--- src/sv/nbb_pkg.sv ---
// Package with types, widths and constants of the bounding box block.
package nbb_pkg;

  // Field widths of items and registers.
  localparam int PIX_W   = 8;
  localparam int SCAN_W  = 13;
  localparam int WID_W   = 13;
  localparam int BPP_W   = 6;
  localparam int TOP_W   = 13;
  localparam int BOT_W   = 14;
  localparam int PX_W    = 15;

  // Configuration port.
  localparam int APB_DW  = 32;
  localparam int APB_AW  = 4;

  // Defaults for the top level parameters.
  localparam int MAX_SCAN_BYTES_DEF = 4096;
  localparam int MAX_ROWS_DEF       = 8192;

  // Depth of the queue between the front and the back.
  localparam int QUEUE_DEPTH = 4;

  // A white byte, and the shift that turns bytes into bits.
  localparam logic [PIX_W-1:0] WHITE_BYTE = 8'hFF;
  localparam int BYTE_SHIFT = 3;

  // Register reset values.
  localparam logic [SCAN_W-1:0] SCAN_RESET = 13'd4096;
  localparam logic [WID_W-1:0]  WID_RESET  = 13'd4096;
  localparam logic [BPP_W-1:0]  BPP_RESET  = 6'd8;

  // Register indexes, taken from the word address.
  localparam logic [1:0] REG_SCAN_BYTES     = 2'd0;
  localparam logic [1:0] REG_WIDTH_BYTES    = 2'd1;
  localparam logic [1:0] REG_BITS_PER_PIXEL = 2'd2;

  // Register contents as seen by the datapath.
  typedef struct packed {
    logic [SCAN_W-1:0] scan_bytes;
    logic [WID_W-1:0]  width_bytes;
    logic [BPP_W-1:0]  bits_per_pixel;
  } cfg_t;

endpackage

--- src/sv/nbb_in_if.sv ---
// Input channel: one raw frame byte per item.
interface nbb_in_if import nbb_pkg::*; ();
  logic             valid;
  logic             ready;
  logic [PIX_W-1:0] pixel_byte;
  logic             last_byte;

  modport source (output valid, output pixel_byte, output last_byte, input ready);
  modport sink   (input valid, input pixel_byte, input last_byte, output ready);
endinterface

--- src/sv/nbb_out_if.sv ---
// Output channel: one bounding box per item.
interface nbb_out_if import nbb_pkg::*; ();
  logic             valid;
  logic             ready;
  logic             blank;
  logic [TOP_W-1:0] top_row;
  logic [BOT_W-1:0] bottom_row;
  logic [PX_W-1:0]  left_px;
  logic [PX_W-1:0]  right_px;

  modport source (output valid, output blank, output top_row, output bottom_row,
                  output left_px, output right_px, input ready);
  modport sink   (input valid, input blank, input top_row, input bottom_row,
                  input left_px, input right_px, output ready);
endinterface

--- src/sv/nonwhite_bounding_box.sv ---
// Top level of the foreground bounding box block.
//
//   channel  dir  handshake       payload
//   pix_i    in   valid/ready     pixel_byte, last_byte
//   box_o    out  valid/ready     blank, top_row, bottom_row, left_px, right_px
//   apb      in   psel/penable    paddr, pwdata, prdata (pready always high)
//
// The front takes one byte per cycle while the queue has room; white and padding
// bytes end there. In its run state the back takes one non-white byte per cycle
// into its min/max update. A non-blank frame end holds the back while the serial
// divider converts the left and then the right column and until the output is free;
// a blank frame end waits only for the output. The queue of QUEUE_DEPTH entries
// absorbs items meanwhile; once it is full pix_i.ready drops, white bytes included.
// After reset the block is ready at once; a stalled output holds its result.
module nonwhite_bounding_box import nbb_pkg::*; #(
  parameter int MAX_SCAN_BYTES = MAX_SCAN_BYTES_DEF,
  parameter int MAX_ROWS       = MAX_ROWS_DEF
) (
  input  logic              clk_i,
  input  logic              rst_ni,
  input  logic              psel,
  input  logic              penable,
  input  logic              pwrite,
  input  logic [APB_AW-1:0] paddr,
  input  logic [APB_DW-1:0] pwdata,
  output logic [APB_DW-1:0] prdata,
  output logic              pready,
  nbb_in_if.sink            pix_i,
  nbb_out_if.source         box_o
);

  localparam int COL_W   = (MAX_SCAN_BYTES > 1) ? $clog2(MAX_SCAN_BYTES) : 1;
  localparam int ROW_W   = (MAX_ROWS > 1) ? $clog2(MAX_ROWS) : 1;
  localparam int ENTRY_W = ROW_W + COL_W + 2;

  cfg_t               cfg;
  logic               push, push_ready, pop_valid, pop_ready;
  logic [ENTRY_W-1:0] push_data, pop_data;

  nbb_regs u_regs (
    .clk_i   (clk_i),
    .rst_ni  (rst_ni),
    .psel    (psel),
    .penable (penable),
    .pwrite  (pwrite),
    .paddr   (paddr),
    .pwdata  (pwdata),
    .prdata  (prdata),
    .pready  (pready),
    .cfg_o   (cfg)
  );

  nbb_front #(
    .MAX_SCAN_BYTES (MAX_SCAN_BYTES),
    .MAX_ROWS       (MAX_ROWS),
    .COL_W          (COL_W),
    .ROW_W          (ROW_W),
    .ENTRY_W        (ENTRY_W)
  ) u_front (
    .clk_i        (clk_i),
    .rst_ni       (rst_ni),
    .cfg_i        (cfg),
    .pix_i        (pix_i),
    .push_o       (push),
    .push_data_o  (push_data),
    .push_ready_i (push_ready)
  );

  nbb_fifo #(
    .DATA_W (ENTRY_W),
    .DEPTH  (QUEUE_DEPTH)
  ) u_fifo (
    .clk_i      (clk_i),
    .rst_ni     (rst_ni),
    .wr_valid_i (push),
    .wr_data_i  (push_data),
    .wr_ready_o (push_ready),
    .rd_valid_o (pop_valid),
    .rd_data_o  (pop_data),
    .rd_ready_i (pop_ready)
  );

  nbb_back #(
    .COL_W   (COL_W),
    .ROW_W   (ROW_W),
    .ENTRY_W (ENTRY_W)
  ) u_back (
    .clk_i       (clk_i),
    .rst_ni      (rst_ni),
    .cfg_i       (cfg),
    .pop_valid_i (pop_valid),
    .pop_data_i  (pop_data),
    .pop_ready_o (pop_ready),
    .box_o       (box_o)
  );

endmodule

--- src/sv/nbb_regs.sv ---
// Configuration registers behind an APB-style port.
module nbb_regs import nbb_pkg::*; (
  input  logic              clk_i,
  input  logic              rst_ni,
  input  logic              psel,
  input  logic              penable,
  input  logic              pwrite,
  input  logic [APB_AW-1:0] paddr,
  input  logic [APB_DW-1:0] pwdata,
  output logic [APB_DW-1:0] prdata,
  output logic              pready,
  output cfg_t              cfg_o
);

  logic [SCAN_W-1:0] scan_q;
  logic [WID_W-1:0]  wid_q;
  logic [BPP_W-1:0]  bpp_q;
  logic [1:0]        reg_idx;
  logic              wr_en;

  assign reg_idx = paddr[APB_AW-1:2];
  assign wr_en   = psel && penable && pwrite;
  assign pready  = 1'b1;

  // Register writes; addresses past the list are ignored.
  always_ff @(posedge clk_i or negedge rst_ni) begin
    if (!rst_ni) begin
      scan_q <= SCAN_RESET;
      wid_q  <= WID_RESET;
      bpp_q  <= BPP_RESET;
    end else if (wr_en) begin
      unique case (reg_idx)
        REG_SCAN_BYTES:     scan_q <= pwdata[SCAN_W-1:0];
        REG_WIDTH_BYTES:    wid_q  <= pwdata[WID_W-1:0];
        REG_BITS_PER_PIXEL: bpp_q  <= pwdata[BPP_W-1:0];
        default: ;
      endcase
    end
  end

  // Read data.
  always_comb begin
    unique case (reg_idx)
      REG_SCAN_BYTES:     prdata = APB_DW'(scan_q);
      REG_WIDTH_BYTES:    prdata = APB_DW'(wid_q);
      REG_BITS_PER_PIXEL: prdata = APB_DW'(bpp_q);
      default:            prdata = '0;
    endcase
  end

  assign cfg_o.scan_bytes     = scan_q;
  assign cfg_o.width_bytes    = wid_q;
  assign cfg_o.bits_per_pixel = bpp_q;

endmodule

--- src/sv/nbb_front.sv ---
// Front: takes bytes, tracks the scan position and queues non-white bytes
// within the line width, and frame ends.
module nbb_front import nbb_pkg::*; #(
  parameter int MAX_SCAN_BYTES = MAX_SCAN_BYTES_DEF,
  parameter int MAX_ROWS       = MAX_ROWS_DEF,
  parameter int COL_W          = 12,
  parameter int ROW_W          = 13,
  parameter int ENTRY_W        = ROW_W + COL_W + 2
) (
  input  logic               clk_i,
  input  logic               rst_ni,
  input  cfg_t               cfg_i,
  nbb_in_if.sink             pix_i,
  output logic               push_o,
  output logic [ENTRY_W-1:0] push_data_o,
  input  logic               push_ready_i
);

  // Wide enough for the largest scan length, the register range and col+1.
  localparam int CMP_W = (COL_W >= SCAN_W) ? COL_W + 1 : SCAN_W + 1;

  typedef struct packed {
    logic             last;
    logic             hit;
    logic [ROW_W-1:0] row;
    logic [COL_W-1:0] col;
  } entry_t;

  logic [COL_W-1:0] col_q, col_d;
  logic [ROW_W-1:0] row_q, row_d;
  logic [CMP_W-1:0] scan_ext, wid_ext, scan_eff, wid_eff, col_ext;
  logic             accept, hit, line_end;
  entry_t           entry;

  // Effective scan length and image width in bytes of a line.
  always_comb begin
    scan_ext = CMP_W'(cfg_i.scan_bytes);
    wid_ext  = CMP_W'(cfg_i.width_bytes);
    if (scan_ext == '0) begin
      scan_eff = CMP_W'(1);
    end else if (scan_ext > CMP_W'(MAX_SCAN_BYTES)) begin
      scan_eff = CMP_W'(MAX_SCAN_BYTES);
    end else begin
      scan_eff = scan_ext;
    end
    wid_eff = (wid_ext > scan_eff) ? scan_eff : wid_ext;
  end

  // Classify the byte at the current position.
  assign col_ext  = CMP_W'(col_q);
  assign hit      = (col_ext < wid_eff) && (pix_i.pixel_byte != WHITE_BYTE);
  assign line_end = (col_ext + CMP_W'(1)) >= scan_eff;
  assign accept   = pix_i.valid && push_ready_i;

  assign pix_i.ready = push_ready_i;

  // Only non-white bytes and frame ends reach the back.
  assign entry.last  = pix_i.last_byte;
  assign entry.hit   = hit;
  assign entry.row   = row_q;
  assign entry.col   = col_q;
  assign push_o      = accept && (hit || pix_i.last_byte);
  assign push_data_o = entry;

  // Position of the next byte.
  always_comb begin
    col_d = col_q;
    row_d = row_q;
    if (accept) begin
      if (pix_i.last_byte) begin
        col_d = '0;
        row_d = '0;
      end else if (line_end) begin
        col_d = '0;
        row_d = (row_q == ROW_W'(MAX_ROWS - 1)) ? '0 : row_q + ROW_W'(1);
      end else begin
        col_d = col_q + COL_W'(1);
      end
    end
  end

  always_ff @(posedge clk_i or negedge rst_ni) begin
    if (!rst_ni) begin
      col_q <= '0;
      row_q <= '0;
    end else begin
      col_q <= col_d;
      row_q <= row_d;
    end
  end

endmodule

--- src/sv/nbb_fifo.sv ---
// Short queue between the front and the back.
module nbb_fifo #(
  parameter int DATA_W = 8,
  parameter int DEPTH  = 4
) (
  input  logic              clk_i,
  input  logic              rst_ni,
  input  logic              wr_valid_i,
  input  logic [DATA_W-1:0] wr_data_i,
  output logic              wr_ready_o,
  output logic              rd_valid_o,
  output logic [DATA_W-1:0] rd_data_o,
  input  logic              rd_ready_i
);

  localparam int PTR_W = (DEPTH > 1) ? $clog2(DEPTH) : 1;
  localparam int CNT_W = $clog2(DEPTH + 1);

  logic [DATA_W-1:0] mem_q [DEPTH];
  logic [PTR_W-1:0]  wptr_q, rptr_q;
  logic [CNT_W-1:0]  cnt_q;
  logic              do_wr, do_rd;

  assign wr_ready_o = (cnt_q != CNT_W'(DEPTH));
  assign rd_valid_o = (cnt_q != '0);
  assign rd_data_o  = mem_q[rptr_q];
  assign do_wr      = wr_valid_i && wr_ready_o;
  assign do_rd      = rd_valid_o && rd_ready_i;

  // Storage needs no reset.
  always_ff @(posedge clk_i) begin
    if (do_wr) begin
      mem_q[wptr_q] <= wr_data_i;
    end
  end

  // Pointers and fill count.
  always_ff @(posedge clk_i or negedge rst_ni) begin
    if (!rst_ni) begin
      wptr_q <= '0;
      rptr_q <= '0;
      cnt_q  <= '0;
    end else begin
      if (do_wr) begin
        wptr_q <= (wptr_q == PTR_W'(DEPTH - 1)) ? '0 : wptr_q + PTR_W'(1);
      end
      if (do_rd) begin
        rptr_q <= (rptr_q == PTR_W'(DEPTH - 1)) ? '0 : rptr_q + PTR_W'(1);
      end
      if (do_wr && !do_rd) begin
        cnt_q <= cnt_q + CNT_W'(1);
      end else if (do_rd && !do_wr) begin
        cnt_q <= cnt_q - CNT_W'(1);
      end
    end
  end

endmodule

--- src/sv/nbb_div.sv ---
// Serial restoring divider: one quotient bit per cycle.
module nbb_div import nbb_pkg::*; #(
  parameter int DIV_W = 15
) (
  input  logic             clk_i,
  input  logic             rst_ni,
  input  logic             start_i,
  input  logic [DIV_W-1:0] dividend_i,
  input  logic [BPP_W-1:0] divisor_i,
  output logic             done_o,
  output logic [DIV_W-1:0] quotient_o
);

  localparam int CNT_W = $clog2(DIV_W + 1);

  logic             busy_q, done_q;
  logic [CNT_W-1:0] cnt_q;
  logic [DIV_W-1:0] quo_q;
  logic [BPP_W-1:0] rem_q, dvs_q;
  logic [BPP_W:0]   trial;
  logic             fits;

  // Bring down the next dividend bit and try the subtraction.
  assign trial = {rem_q, quo_q[DIV_W-1]};
  assign fits  = trial >= {1'b0, dvs_q};

  always_ff @(posedge clk_i or negedge rst_ni) begin
    if (!rst_ni) begin
      busy_q <= 1'b0;
      done_q <= 1'b0;
      cnt_q  <= '0;
      quo_q  <= '0;
      rem_q  <= '0;
      dvs_q  <= '0;
    end else begin
      done_q <= 1'b0;
      if (start_i && !busy_q) begin
        busy_q <= 1'b1;
        cnt_q  <= CNT_W'(DIV_W);
        quo_q  <= dividend_i;
        rem_q  <= '0;
        dvs_q  <= divisor_i;
      end else if (busy_q) begin
        rem_q <= fits ? BPP_W'(trial - {1'b0, dvs_q}) : trial[BPP_W-1:0];
        quo_q <= {quo_q[DIV_W-2:0], fits};
        cnt_q <= cnt_q - CNT_W'(1);
        if (cnt_q == CNT_W'(1)) begin
          busy_q <= 1'b0;
          done_q <= 1'b1;
        end
      end
    end
  end

  assign done_o     = done_q;
  assign quotient_o = quo_q;

endmodule

--- src/sv/nbb_back.sv ---
// Back: keeps the running box, and at a non-blank frame end converts the
// columns to pixels; it holds each frame's result for the output channel.
module nbb_back import nbb_pkg::*; #(
  parameter int COL_W   = 12,
  parameter int ROW_W   = 13,
  parameter int ENTRY_W = ROW_W + COL_W + 2
) (
  input  logic               clk_i,
  input  logic               rst_ni,
  input  cfg_t               cfg_i,
  input  logic               pop_valid_i,
  input  logic [ENTRY_W-1:0] pop_data_i,
  output logic               pop_ready_o,
  nbb_out_if.source          box_o
);

  localparam int DIV_W = COL_W + BYTE_SHIFT;

  typedef struct packed {
    logic             last;
    logic             hit;
    logic [ROW_W-1:0] row;
    logic [COL_W-1:0] col;
  } entry_t;

  typedef enum logic [2:0] {
    ST_RUN,
    ST_L_GO,
    ST_L_WAIT,
    ST_R_GO,
    ST_R_WAIT,
    ST_HOLD
  } state_e;

  state_e           state_q;
  entry_t           ent;
  logic             seen_q, nx_seen;
  logic [ROW_W-1:0] minr_q, maxr_q, nx_minr, nx_maxr;
  logic [COL_W-1:0] minc_q, maxc_q, nx_minc, nx_maxc;
  logic [ROW_W:0]   row_after;
  logic             res_blank_q;
  logic [TOP_W-1:0] res_top_q;
  logic [BOT_W-1:0] res_bot_q;
  logic [COL_W-1:0] lcol_q, rcol_q;
  logic [PX_W-1:0]  left_q, right_q;
  logic             out_vld_q;
  logic             div_start, div_done;
  logic [DIV_W-1:0] div_dividend, div_quot;
  logic [BPP_W-1:0] div_divisor;

  assign ent         = entry_t'(pop_data_i);
  assign pop_ready_o = (state_q == ST_RUN);

  // Running box after the popped entry.
  always_comb begin
    nx_seen = seen_q;
    nx_minr = minr_q;
    nx_maxr = maxr_q;
    nx_minc = minc_q;
    nx_maxc = maxc_q;
    if (ent.hit) begin
      if (!seen_q) begin
        nx_seen = 1'b1;
        nx_minr = ent.row;
        nx_maxr = ent.row;
        nx_minc = ent.col;
        nx_maxc = ent.col;
      end else begin
        if (ent.row < minr_q) nx_minr = ent.row;
        if (ent.row > maxr_q) nx_maxr = ent.row;
        if (ent.col < minc_q) nx_minc = ent.col;
        if (ent.col > maxc_q) nx_maxc = ent.col;
      end
    end
  end

  assign row_after = {1'b0, nx_maxr} + (ROW_W + 1)'(1);

  // Column to pixel conversion: col*8 divided by the pixel depth.
  assign div_start    = (state_q == ST_L_GO) || (state_q == ST_R_GO);
  assign div_dividend = (state_q == ST_R_GO) ? {rcol_q, {BYTE_SHIFT{1'b0}}}
                                             : {lcol_q, {BYTE_SHIFT{1'b0}}};
  assign div_divisor  = (cfg_i.bits_per_pixel == '0) ? BPP_W'(1) : cfg_i.bits_per_pixel;

  nbb_div #(
    .DIV_W (DIV_W)
  ) u_div (
    .clk_i      (clk_i),
    .rst_ni     (rst_ni),
    .start_i    (div_start),
    .dividend_i (div_dividend),
    .divisor_i  (div_divisor),
    .done_o     (div_done),
    .quotient_o (div_quot)
  );

  // Sequencer, running box and output register.
  always_ff @(posedge clk_i or negedge rst_ni) begin
    if (!rst_ni) begin
      state_q     <= ST_RUN;
      seen_q      <= 1'b0;
      minr_q      <= '0;
      maxr_q      <= '0;
      minc_q      <= '0;
      maxc_q      <= '0;
      res_blank_q <= 1'b0;
      res_top_q   <= '0;
      res_bot_q   <= '0;
      lcol_q      <= '0;
      rcol_q      <= '0;
      left_q      <= '0;
      right_q     <= '0;
      out_vld_q   <= 1'b0;
      box_o.blank      <= 1'b0;
      box_o.top_row    <= '0;
      box_o.bottom_row <= '0;
      box_o.left_px    <= '0;
      box_o.right_px   <= '0;
    end else begin
      if (box_o.ready) begin
        out_vld_q <= 1'b0;
      end
      unique case (state_q)
        ST_RUN: begin
          if (pop_valid_i) begin
            if (ent.last) begin
              // Frame end: latch the box and start over.
              res_blank_q <= !nx_seen;
              res_top_q   <= nx_seen ? TOP_W'(nx_minr) : '0;
              res_bot_q   <= nx_seen ? BOT_W'(row_after) : '0;
              lcol_q      <= nx_minc;
              rcol_q      <= nx_maxc;
              left_q      <= '0;
              right_q     <= '0;
              seen_q      <= 1'b0;
              minr_q      <= '0;
              maxr_q      <= '0;
              minc_q      <= '0;
              maxc_q      <= '0;
              state_q     <= nx_seen ? ST_L_GO : ST_HOLD;
            end else begin
              seen_q <= nx_seen;
              minr_q <= nx_minr;
              maxr_q <= nx_maxr;
              minc_q <= nx_minc;
              maxc_q <= nx_maxc;
            end
          end
        end
        ST_L_GO:   state_q <= ST_L_WAIT;
        ST_L_WAIT: begin
          if (div_done) begin
            left_q  <= PX_W'(div_quot);
            state_q <= ST_R_GO;
          end
        end
        ST_R_GO:   state_q <= ST_R_WAIT;
        ST_R_WAIT: begin
          if (div_done) begin
            right_q <= PX_W'(div_quot);
            state_q <= ST_HOLD;
          end
        end
        ST_HOLD: begin
          // Hand the result over once the output register is free.
          if (!out_vld_q || box_o.ready) begin
            out_vld_q        <= 1'b1;
            box_o.blank      <= res_blank_q;
            box_o.top_row    <= res_top_q;
            box_o.bottom_row <= res_bot_q;
            box_o.left_px    <= left_q;
            box_o.right_px   <= right_q;
            state_q          <= ST_RUN;
          end
        end
        default: state_q <= ST_RUN;
      endcase
    end
  end

  assign box_o.valid = out_vld_q;

endmodule

--- src/flat_wrapper.sv ---
// flat-port wrapper written by rule: the top's interface ports become plain ports
module nonwhite_bounding_box_flat import nbb_pkg::*;
#(
  parameter int MAX_SCAN_BYTES = MAX_SCAN_BYTES_DEF,
  parameter int MAX_ROWS       = MAX_ROWS_DEF
)
  (clk_i, rst_ni, psel, penable, pwrite, paddr, pwdata, prdata, pready, pix_i_valid, pix_i_pixel_byte, pix_i_last_byte, pix_i_ready, box_o_valid, box_o_blank, box_o_top_row, box_o_bottom_row, box_o_left_px, box_o_right_px, box_o_ready);
  nbb_in_if pix_i_i ();
  nbb_out_if box_o_i ();
  input  logic clk_i;
  input  logic rst_ni;
  input  logic psel;
  input  logic penable;
  input  logic pwrite;
  input  logic [APB_AW-1:0] paddr;
  input  logic [APB_DW-1:0] pwdata;
  output logic [APB_DW-1:0] prdata;
  output logic pready;
  input wire logic [$bits(pix_i_i.valid)-1:0] pix_i_valid;
  input wire logic [$bits(pix_i_i.pixel_byte)-1:0] pix_i_pixel_byte;
  input wire logic [$bits(pix_i_i.last_byte)-1:0] pix_i_last_byte;
  output wire logic [$bits(pix_i_i.ready)-1:0] pix_i_ready;
  output wire logic [$bits(box_o_i.valid)-1:0] box_o_valid;
  output wire logic [$bits(box_o_i.blank)-1:0] box_o_blank;
  output wire logic [$bits(box_o_i.top_row)-1:0] box_o_top_row;
  output wire logic [$bits(box_o_i.bottom_row)-1:0] box_o_bottom_row;
  output wire logic [$bits(box_o_i.left_px)-1:0] box_o_left_px;
  output wire logic [$bits(box_o_i.right_px)-1:0] box_o_right_px;
  input wire logic [$bits(box_o_i.ready)-1:0] box_o_ready;
  assign pix_i_i.valid = pix_i_valid;
  assign pix_i_i.pixel_byte = pix_i_pixel_byte;
  assign pix_i_i.last_byte = pix_i_last_byte;
  assign pix_i_ready = pix_i_i.ready;
  assign box_o_valid = box_o_i.valid;
  assign box_o_blank = box_o_i.blank;
  assign box_o_top_row = box_o_i.top_row;
  assign box_o_bottom_row = box_o_i.bottom_row;
  assign box_o_left_px = box_o_i.left_px;
  assign box_o_right_px = box_o_i.right_px;
  assign box_o_i.ready = box_o_ready;
  nonwhite_bounding_box #(.MAX_SCAN_BYTES(MAX_SCAN_BYTES), .MAX_ROWS(MAX_ROWS)) u_core (.clk_i(clk_i), .rst_ni(rst_ni), .psel(psel), .penable(penable), .pwrite(pwrite), .paddr(paddr), .pwdata(pwdata), .prdata(prdata), .pready(pready), .pix_i(pix_i_i), .box_o(box_o_i));
endmodule
--- config.mk ---
export PLATFORM = sky130hd
export DESIGN_NAME = nonwhite_bounding_box_flat
export DESIGN_NICKNAME = d
export VERILOG_FILES = /design/src/sv/nbb_pkg.sv /design/src/sv/nbb_in_if.sv /design/src/sv/nbb_out_if.sv /design/src/sv/nonwhite_bounding_box.sv /design/src/sv/nbb_regs.sv /design/src/sv/nbb_front.sv /design/src/sv/nbb_fifo.sv /design/src/sv/nbb_div.sv /design/src/sv/nbb_back.sv /design/src/flat_wrapper.sv
export SDC_FILE = /design/constraint.sdc
export NUM_CORES = 1
export LEC_CHECK = 0
export BUFFER_PORTS_ARGS = -buffer_cell sky130_fd_sc_hd__buf_2
export CAP_MARGIN = 0
export CORE_ASPECT_RATIO = 1.25
export CORE_MARGIN = 2
export CORE_UTILIZATION = 55
export CTS_BUF_LIST = sky130_fd_sc_hd__clkbuf_16
export CTS_CLUSTER_DIAMETER = 30
export DETAILED_ROUTE_END_ITERATION = 16
export GPL_TIMING_DRIVEN = 0
export PLACE_DENSITY = 0.8
export SYNTH_ARGS = -nofsm -noshare
export SYNTH_HDL_FRONTEND = slang
export SYNTH_SLANG_ARGS = --single-unit
--- constraint.sdc ---
create_clock -name clk_i -period 5.67 [get_ports clk_i]
set_clock_uncertainty 0.1 [all_clocks]
set_input_delay 1.134 -clock clk_i [delete_from_list [all_inputs] [get_ports clk_i]]
set_output_delay 1.134 -clock clk_i [all_outputs]
set_load 0.03 [all_outputs]
==> impl_summary.txt, run 1 <==
----------------------------------------------------
[Cells and area]
  Top library cells by usage in the layout, fill and taps aside ... 289 x dfrtp_1, 190 x nand2_1, 108 x buf_2, 108 x edfxtp_1, 101 x ha_1
  Area overhead of the layout relative to synthesis ... 17.7%
  Final net count ... 2067
  Antenna diode instance count ... 0
  Post-route cell area ... 23000 sq um
  Fraction of final layout cells sized beyond drive strength 1 ... 19.9%
  Most common library cell in the layout ignoring fill and taps ... dfrtp_1

[Clock network]
  Clock insertion delay at the later pin of the skew report ... 0.61 ns
  Clock tree root buffer cell ... clkbuf_16
  Clock Tree Buf Depth ... 3
  Clk pin slew, worst setup/hold paths ... 0.05 ns
  Clock tree from TritonCTS ... done
  Hold Buf Count CTS ... 0
  CTS HTree Levels ... 2
  # clock sinks ... 400
  TritonCTS buffer count ... 61

[Floorplanning]
  Vertical die dimension ... 215 um
  CORE AREA ... 35200 sq um
  DIE WIDTH ... 173 um
  Total number of placement rows ... 77
  Starting density of the core ... 55.6%
  Floorplan die area ... 37100 sq um
  Top-level port count ... 145

[Flow run]
  Max-cap violations ... 0

[Place]
  Pre-CTS setup slack ... -1.08 ns
  DP Wirelength ... 30.6 mm
  Placed inst area ... 20800 sq um
  Number of port buffers ... 101
  Routability congestion estimate ... 0.879

[Critical path]
  Setup slack of the most critical reg-to-reg path ... 0.22 ns
  Max FO, Critical Path ... 10
  Arrival time of data at the critical path endpoint ... 5.86 ns
  Startpoint Class ... flip-flop
  Type of element capturing the critical path ... flip-flop
  Kind of critical path ... reg -> reg
  Required time at the endpoint of the critical path ... 6.08 ns

[Min path]
  Worst min-delay path category ... reg -> reg

[Power and ir drop]
  PwrDens ... 609 nW/um^2
  Pleak ... 10.4 nW
  Peak supply drop ... 0.360 mV

[Detailed routing]
  Total via count after detailed routing ... 14.0k
  Pre-Repair DR Iteration Count ... 6
  Violation count after the first detailed-route iteration ... 1202
  Residual DRC count ... 0
  Post-DRT Antenna Nets ... 0
  Drt via density ... 5.75
  Routed wire length per instance ... 18.3 um
  Sum of routed wire length over all layers ... 44.4 mm

[Synthesis]
  Yosys Warn Count ... 0
  Flip-flop and latch count after synthesis ... 400
  Dominant register cell in the synthesized netlist ... dfrtp_1
  Number of standard cells after synthesis ... 1720
  Mapped Area ... 19500 sq um
  Share of synthesized registers carrying an async set or reset ... 73.0%
  Post-synthesis sequential area ratio ... 54.0%
  Number of library cell types mapped by synthesis ... 65
  Post-synthesis area per instance ... 11.4 sq um
  Post-synth EDFFs ... 108

[STA]
  Tightest slew margin relative to the limit ... 25.0%
  Final worst path period need ... 5.45 ns
  Period Utilization, post-route ... 96.1%
  Highest Clock Rate ... 0.184 GHz
  Finish-stage setup viols ... 0
  Number of slew-limit violations in the final report ... 0
  Worst Setup Slack, final ... 0.222 ns
  Count of endpoints failing hold in the final timing report ... 0
  Final sum of negative setup slack ... 0 ns
  Transition time of the tightest slew-check pin ... 1.11 ns
  Hold Slack ... 0.364 ns

[Global routing]
  Maximum number of pins on one net before global-route repair ... 131
  Number of global-route vias before repair ... 14.6k
  Antenna violations before repair ... 0
  Global-route wire length before repair ... 73.6 mm
  Total global routing track utilization ... 24.2%
  Overflow left after global routing ... 0

[Outcome]
  Outcome ... completed

----------------------------------------------------
==> logic make-up (layout without fill, tap and decap cells) <==
group           Yosys count  after routing  share of synthesized area, %
xor+xnor                 33             33                          1.48
mux                     188            188                          12.0
buf+inv                 190            410                          4.22
simple gates            462            462                          10.6
other cells               2             20                        0.0384
fa+ha+maj               104            104                          6.74
flops                   400            400                          54.0
compound gates          341            341                          10.9
==> repair_timing <==
item,in CTS,in global routing
setup buffers,4,3
setup endpoints to repair,113,112
gates resized for setup,16,17
pin swaps,2,4
==> metal layers <==
metal	wire (um)	up-vias	share of wire, %	GRT usage [%]
met2	23600	437	53	44.5
met1	17300	6910	39	28.5
met4	1480	0	3.3	9.66
met3	2040	118	4.6	3.34
li1	-	6517	-	-
met5	0	-	0	0
==> registers in the layout, indices dropped and copies added, names as in the netlist, 14 cells and up <==
| signal | cells |
|---|---|
| u_core.u_back.box_o.bottom_row | 14 |
| u_core.u_back.box_o.left_px | 15 |
| u_core.u_back.box_o.right_px | 15 |
| u_core.u_back.left_q | 15 |
| u_core.u_back.res_bot_q | 14 |
| u_core.u_back.right_q | 15 |
| u_core.u_back.u_div.quotient_o | 15 |
| u_core.u_fifo.mem_q | 108 |
==> path summary, 6_finish.rpt <==
check / from / endpoint / depth (start not counted)
max: u_core.u_regs.scan_q[11]$_DFFE_PN0P_ / u_core.u_fifo.cnt_q[2]$_DFFE_PN0P_ / 23
min: u_core.u_back.left_q[2]$_DFFE_PN0P_ / u_core.u_back.left_q[2]$_DFFE_PN0P_ / 2
max reg2reg: u_core.u_regs.scan_q[11]$_DFFE_PN0P_ / u_core.u_fifo.cnt_q[2]$_DFFE_PN0P_ / 23
min reg2reg: u_core.u_back.left_q[2]$_DFFE_PN0P_ / u_core.u_back.left_q[2]$_DFFE_PN0P_ / 2
max in group asynchronous: rst_ni / u_core.u_back.right_q[12]$_DFFE_PN0P_ / 3
min in group asynchronous: rst_ni / u_core.u_back.box_o.top_row[0]$_DFFE_PN0P_ / 1
==> stage by stage <==
| stage | utilization, % | power (mW) | instances |
|---|---|---|---|
| final | 65.4 | 14.0 | 2432 |
| after global routing | 65.4 | 14.9 | 2432 |
| after CTS | 65.2 | 14.0 | 2429 |
| after detailed placement | 59.1 | 10.2 | 2315 |
| after global placement | 58.9 | 9.87 | 2313 |
| after floorplan | - | 8.59 | 1738 |
==> cell usage after synthesis, types with 3 or more instances <==
library cell | n | area (sq um)
dfrtp_1 | 289 | 7230
nand2_1 | 194 | 728
edfxtp_1 | 108 | 3240
ha_1 | 102 | 1280
nor2_1 | 98 | 368
mux2_2 | 94 | 1060
inv_1 | 88 | 330
o21ai_0 | 81 | 405
a21oi_1 | 71 | 355
mux2i_1 | 65 | 651
o21ai_1 | 64 | 320
nand3_1 | 62 | 310
clkbuf_1 | 57 | 214
a22o_1 | 49 | 429
mux4_2 | 27 | 608
buf_4 | 21 | 158
xnor2_1 | 21 | 184
and3_1 | 20 | 125
o31ai_1 | 20 | 150
nor3_1 | 18 | 90.1
a21o_1 | 17 | 128
nand4_1 | 15 | 93.8
and2_1 | 14 | 87.6
nand2b_1 | 14 | 87.6
nor2b_1 | 12 | 75.1
xor2_1 | 12 | 105
buf_1 | 11 | 41.3
buf_2 | 8 | 40.0
nor4_1 | 6 | 37.5
o21a_1 | 5 | 37.5
o22ai_1 | 4 | 25.0
a31oi_1 | 3 | 18.8
buf_6 | 3 | 33.8
dfstp_2 | 3 | 78.8
o221ai_1 | 3 | 26.3
==> critical path: stages, from the launching register on <==
cell and delay (ns):
dfrtp_1 0.44, nor4_2 0.39, a31oi_1 0.14, nor2_2 0.19, ha_1 0.17, nand2b_1 0.09, a21oi_1 0.06, o31ai_1 0.34
a22o_1 0.30, clkbuf_4 0.23, a21oi_1 0.08, ha_1 0.29, a21o_1 0.18, a221o_1 0.36, a221oi_2 0.29, nand2b_1 0.08
a2bb2oi_1 0.17, a221oi_2 0.34, ha_2 0.24, inv_1 0.05, fa_1 0.37, xor2_1 0.16, nor2_1 0.12, xor2_1 0.17
==> final cells by class <==
cell class / count / area (sq um)
buffer: 100 / 507
clock buffer: 63 / 1580
clock inverter: 47 / 505
fill: 2537 / 12200
inverter: 90 / 338
multi-input combinational: 1148 / 8290
sequential: 400 / 10600
tap: 474 / 593
timing repair buffer: 110 / 623
==> where the power goes <==
group	total, mW	switching [mW]	leakage (nW)	internal [mW]
Clock	3.70	1.45	1.02	2.25
Sequential	4.53	0.621	4.79	3.91
Combinational	5.78	3.50	4.59	2.27
Power figures use the tool's default switching activity.
==> run 2, diff against run 1 <==
--- a/config.mk
+++ b/config.mk
@@ -15,6 +15,7 @@
 export DETAILED_ROUTE_END_ITERATION = 16
 export GPL_TIMING_DRIVEN = 0
 export PLACE_DENSITY = 0.8
+export REMOVE_ABC_BUFFERS = 1
 export SYNTH_ARGS = -nofsm -noshare
 export SYNTH_HDL_FRONTEND = slang
 export SYNTH_SLANG_ARGS = --single-unit
==> run 2 against run 1 <==
  * Register-to-register slack lost 0.15 ns
  * Largest cell class unchanged
  * Largest power group unchanged
  * Core utilization increased by 0.14 points
  * Critical path type unchanged
  * Clock power grew 14%
==> impl_summary.txt, run 2 (same netlist as run 1, synthesis figures left out) <==
----------------------------------------------------
[Cells and area]
  Most common library cell in the layout ignoring fill and taps ... dfrtp_1
  Post-route cell area ... 23000 sq um (+0.21%)
  Final Non-Filler Cells ... 2361 (-2.9%)
  Register containing the most flip-flops in the final layout ... u_core.u_fifo.mem_q
  Final core utilization ... 65.5% (+0.14 points)
  Antenna diode instance count ... 0 (unchanged)
  Final net count ... 1991 (-3.7%)
  Fraction of final layout cells sized beyond drive strength 1 ... 20.9% (+0.96 points)
  Top library cells by usage in the layout, fill and taps aside ... 287 x dfrtp_1, 189 x nand2_1, 108 x edfxtp_1
  Area overhead of the layout relative to synthesis ... 17.9%
  Flip-flop count of the largest register after layout ... 108 (unchanged)

[Global routing]
  Antenna violations before repair ... 0 (unchanged)
  Number of global-route vias before repair ... 14.2k (-2.9%)
  Total global routing track utilization ... 23.3% (-0.89 points)
  Most heavily used metal layer in global routing ... met2
  Routing usage on met2 ... 41.2% (-3.4 points)
  Global-route wire length before repair ... 70.5 mm (-4.1%)
  Grt met1 use ... 27.6% (-0.82 points)
  Maximum number of pins on one net before global-route repair ... 128 (-2.3%)
  Global Route met3 Usage ... 3.73% (+0.39 points)
  Overflow left after global routing ... 0 (unchanged)

[Floorplanning]
  DIE WIDTH ... 173 um (unchanged)
  Total number of placement rows ... 77 (unchanged)
  Starting density of the core ... 55.6% (unchanged)
  Floorplan die area ... 37100 sq um (unchanged)
  CORE AREA ... 35200 sq um (unchanged)
  Top-level port count ... 145 (unchanged)
  Vertical die dimension ... 215 um (unchanged)

[STA]
  Tightest slew margin relative to the limit ... 12.9% (-12 points)
  Transition time of the tightest slew-check pin ... 1.31 ns (+0.192 ns)
  Final sum of negative setup slack ... 0 ns (unchanged)
  Hold Slack ... 0.362 ns (-0.00224 ns)
  Final worst path period need ... 5.60 ns (+0.148 ns)
  Period Utilization, post-route ... 98.7% (+2.6 points)
  Number of slew-limit violations in the final report ... 0 (unchanged)
  Count of endpoints failing hold in the final timing report ... 0 (unchanged)
  Highest Clock Rate ... 0.179 GHz (-2.6%)
  Worst Setup Slack, final ... 0.0745 ns (-0.148 ns)
  Finish-stage setup viols ... 0 (unchanged)
  Unrepaired setup endpoints after global routing ... yes

[Place]
  Pre-CTS setup slack ... -1.15 ns (-0.0697 ns)
  Cells after DPL ... 2227 (-3.8%)
  Number of port buffers ... 103 (+2.0%)
  DP Wirelength ... 26.7 mm (-13%)
  Routability congestion estimate ... 0.851 (-3.1%)
  Placed inst area ... 20500 sq um (-1.4%)

[Detailed routing]
  Pre-Repair DR Iteration Count ... 5 (-1)
  Total via count after detailed routing ... 13.6k (-2.5%)
  Post-DRT Antenna Nets ... 0 (unchanged)
  Residual DRC count ... 0 (unchanged)
  Routed wire length per instance ... 18.0 um (-1.5%)
  Violation count after the first detailed-route iteration ... 1098 (-8.7%)
  Sum of routed wire length over all layers ... 42.4 mm (-4.4%)
  Drt via density ... 5.77 (+0.38%)

[Flow run]
  Max-cap violations ... 0 (unchanged)

[Clock network]
  Clock insertion delay at the later pin of the skew report ... 0.57 ns (-0.04 ns)
  TritonCTS buffer count ... 67 (+9.8%)
  Clock Tree Buf Depth ... 3 (unchanged)
  Clock tree root buffer cell ... clkbuf_16
  CTS HTree Levels ... 3 (+1)
  # clock sinks ... 400 (unchanged)
  Clk pin slew, worst setup/hold paths ... 0.05 ns (about the same)
  Clock tree from TritonCTS ... done
  Hold Buf Count CTS ... 0 (unchanged)

[Critical path]
  Arrival time of data at the critical path endpoint ... 5.99 ns (+0.13 ns)
  Setup slack of the most critical reg-to-reg path ... 0.07 ns (-0.15 ns)
  Cell Chain, Critical Path ... clkinvlp_4 -> buf_4 -> nand2_1 -> ha_1 -> nand3_1 -> a21boi_0 -> o31ai_2 -> a22o_2 -> nor2_1 -> a21oi_1 -> ha_1 -> a21o_1 -> a221o_1 -> a221oi_2 -> nand2b_1 -> a2bb2oi_1 -> a221oi_4 -> ha_2 -> inv_1 -> fa_1 -> xor2_1 -> nor2_1 -> xor2_1
  Required time at the endpoint of the critical path ... 6.06 ns (-0.02 ns)
  Slowest Stage Delay on Critical Path ... 0.62 ns (+0.18 ns)
  Slowest CP cell ... dfstp_2
  Startpoint Class ... flip-flop
  Kind of critical path ... reg -> reg
  Worst path top cell family by delay ... compound AO/OA/AOI/OAI gates
  Total buffers and inverters traversed by the critical path ... 3 (+1)
  Type of element capturing the critical path ... flip-flop
  Max FO, Critical Path ... 7 (-3)

[Power and ir drop]
  Peak supply drop ... 0.314 mV (-13%)
  Total power consumption of the routed design ... 14.4 mW (+3.0%)
  Pleak ... 10.4 nW (about the same)
  PwrDens ... 626 nW/um^2 (+2.8%)

[Min path]
  Worst min-delay path category ... reg -> reg

[Outcome]
  Outcome ... completed

----------------------------------------------------
[run 2: changes by cell type in the layout (fill, tap and decap cells not counted), moves of 4 or more]
cell,change
clkinv_8,-4
buf_4,-16
buf_1,-11
buf_2,-6
clkbuf_16,+6
clkbuf_1,-53
inv_8,-6
bufinv_16,+8
[run 2: layer usage]
metal / wire [um] / vias up
met5: 0 / -
met4: 1520 / 0
met3: 1870 / 116
met2: 21900 / 398
met1: 17100 / 6734
li1: - / 6378
[run 2: worst min-delay path, cell delays in order (launching register included)]
cell     delay [ns]
dfrtp_1        0.34
nand2_1        0.05
nand2_1        0.05
[run 2: report_power, final]
group | switching, mW | total, mW | internal, mW
combinational | 3.29 | 5.56 | 2.27
sequential | 0.749 | 4.66 | 3.91
clock | 1.43 | 4.22 | 2.78
[run 2: area by class of cell]
cell class	count	area (sq um)
fillers	2507	12100
flip-flops and latches	400	10600
multi-input cells	1150	8370
clock buffers	69	1730
repair buffers	126	810
clock inverters	52	639
well taps	474	593
inverters	90	342
[run 2: final timing paths]
check	from	endpoint	cells past startpoint
max in group asynchronous	rst_ni	u_core.u_back.u_div.busy_q$_DFF_PN0_	3
setup reg to reg	u_core.u_regs.scan_q[12]$_DFFE_PN1P_	u_core.u_fifo.cnt_q[2]$_DFFE_PN0P_	23
hold reg to reg	u_core.u_back.left_q[3]$_DFFE_PN0P_	u_core.u_back.left_q[3]$_DFFE_PN0P_	2
setup / recovery	u_core.u_regs.scan_q[12]$_DFFE_PN1P_	u_core.u_fifo.cnt_q[2]$_DFFE_PN0P_	23
min in group asynchronous	rst_ni	u_core.u_front.row_q[4]$_DFFE_PN0P_	1
hold / removal	u_core.u_back.left_q[3]$_DFFE_PN0P_	u_core.u_back.left_q[3]$_DFFE_PN0P_	2
[run 2: what timing repair did]
item,CTS,global route
hold endpoints to repair,0,0
gates cloned,2,0
pin swaps,4,8
resized for setup,13,13
endpoints found under the setup margin,113,87
buffers inserted,7,4
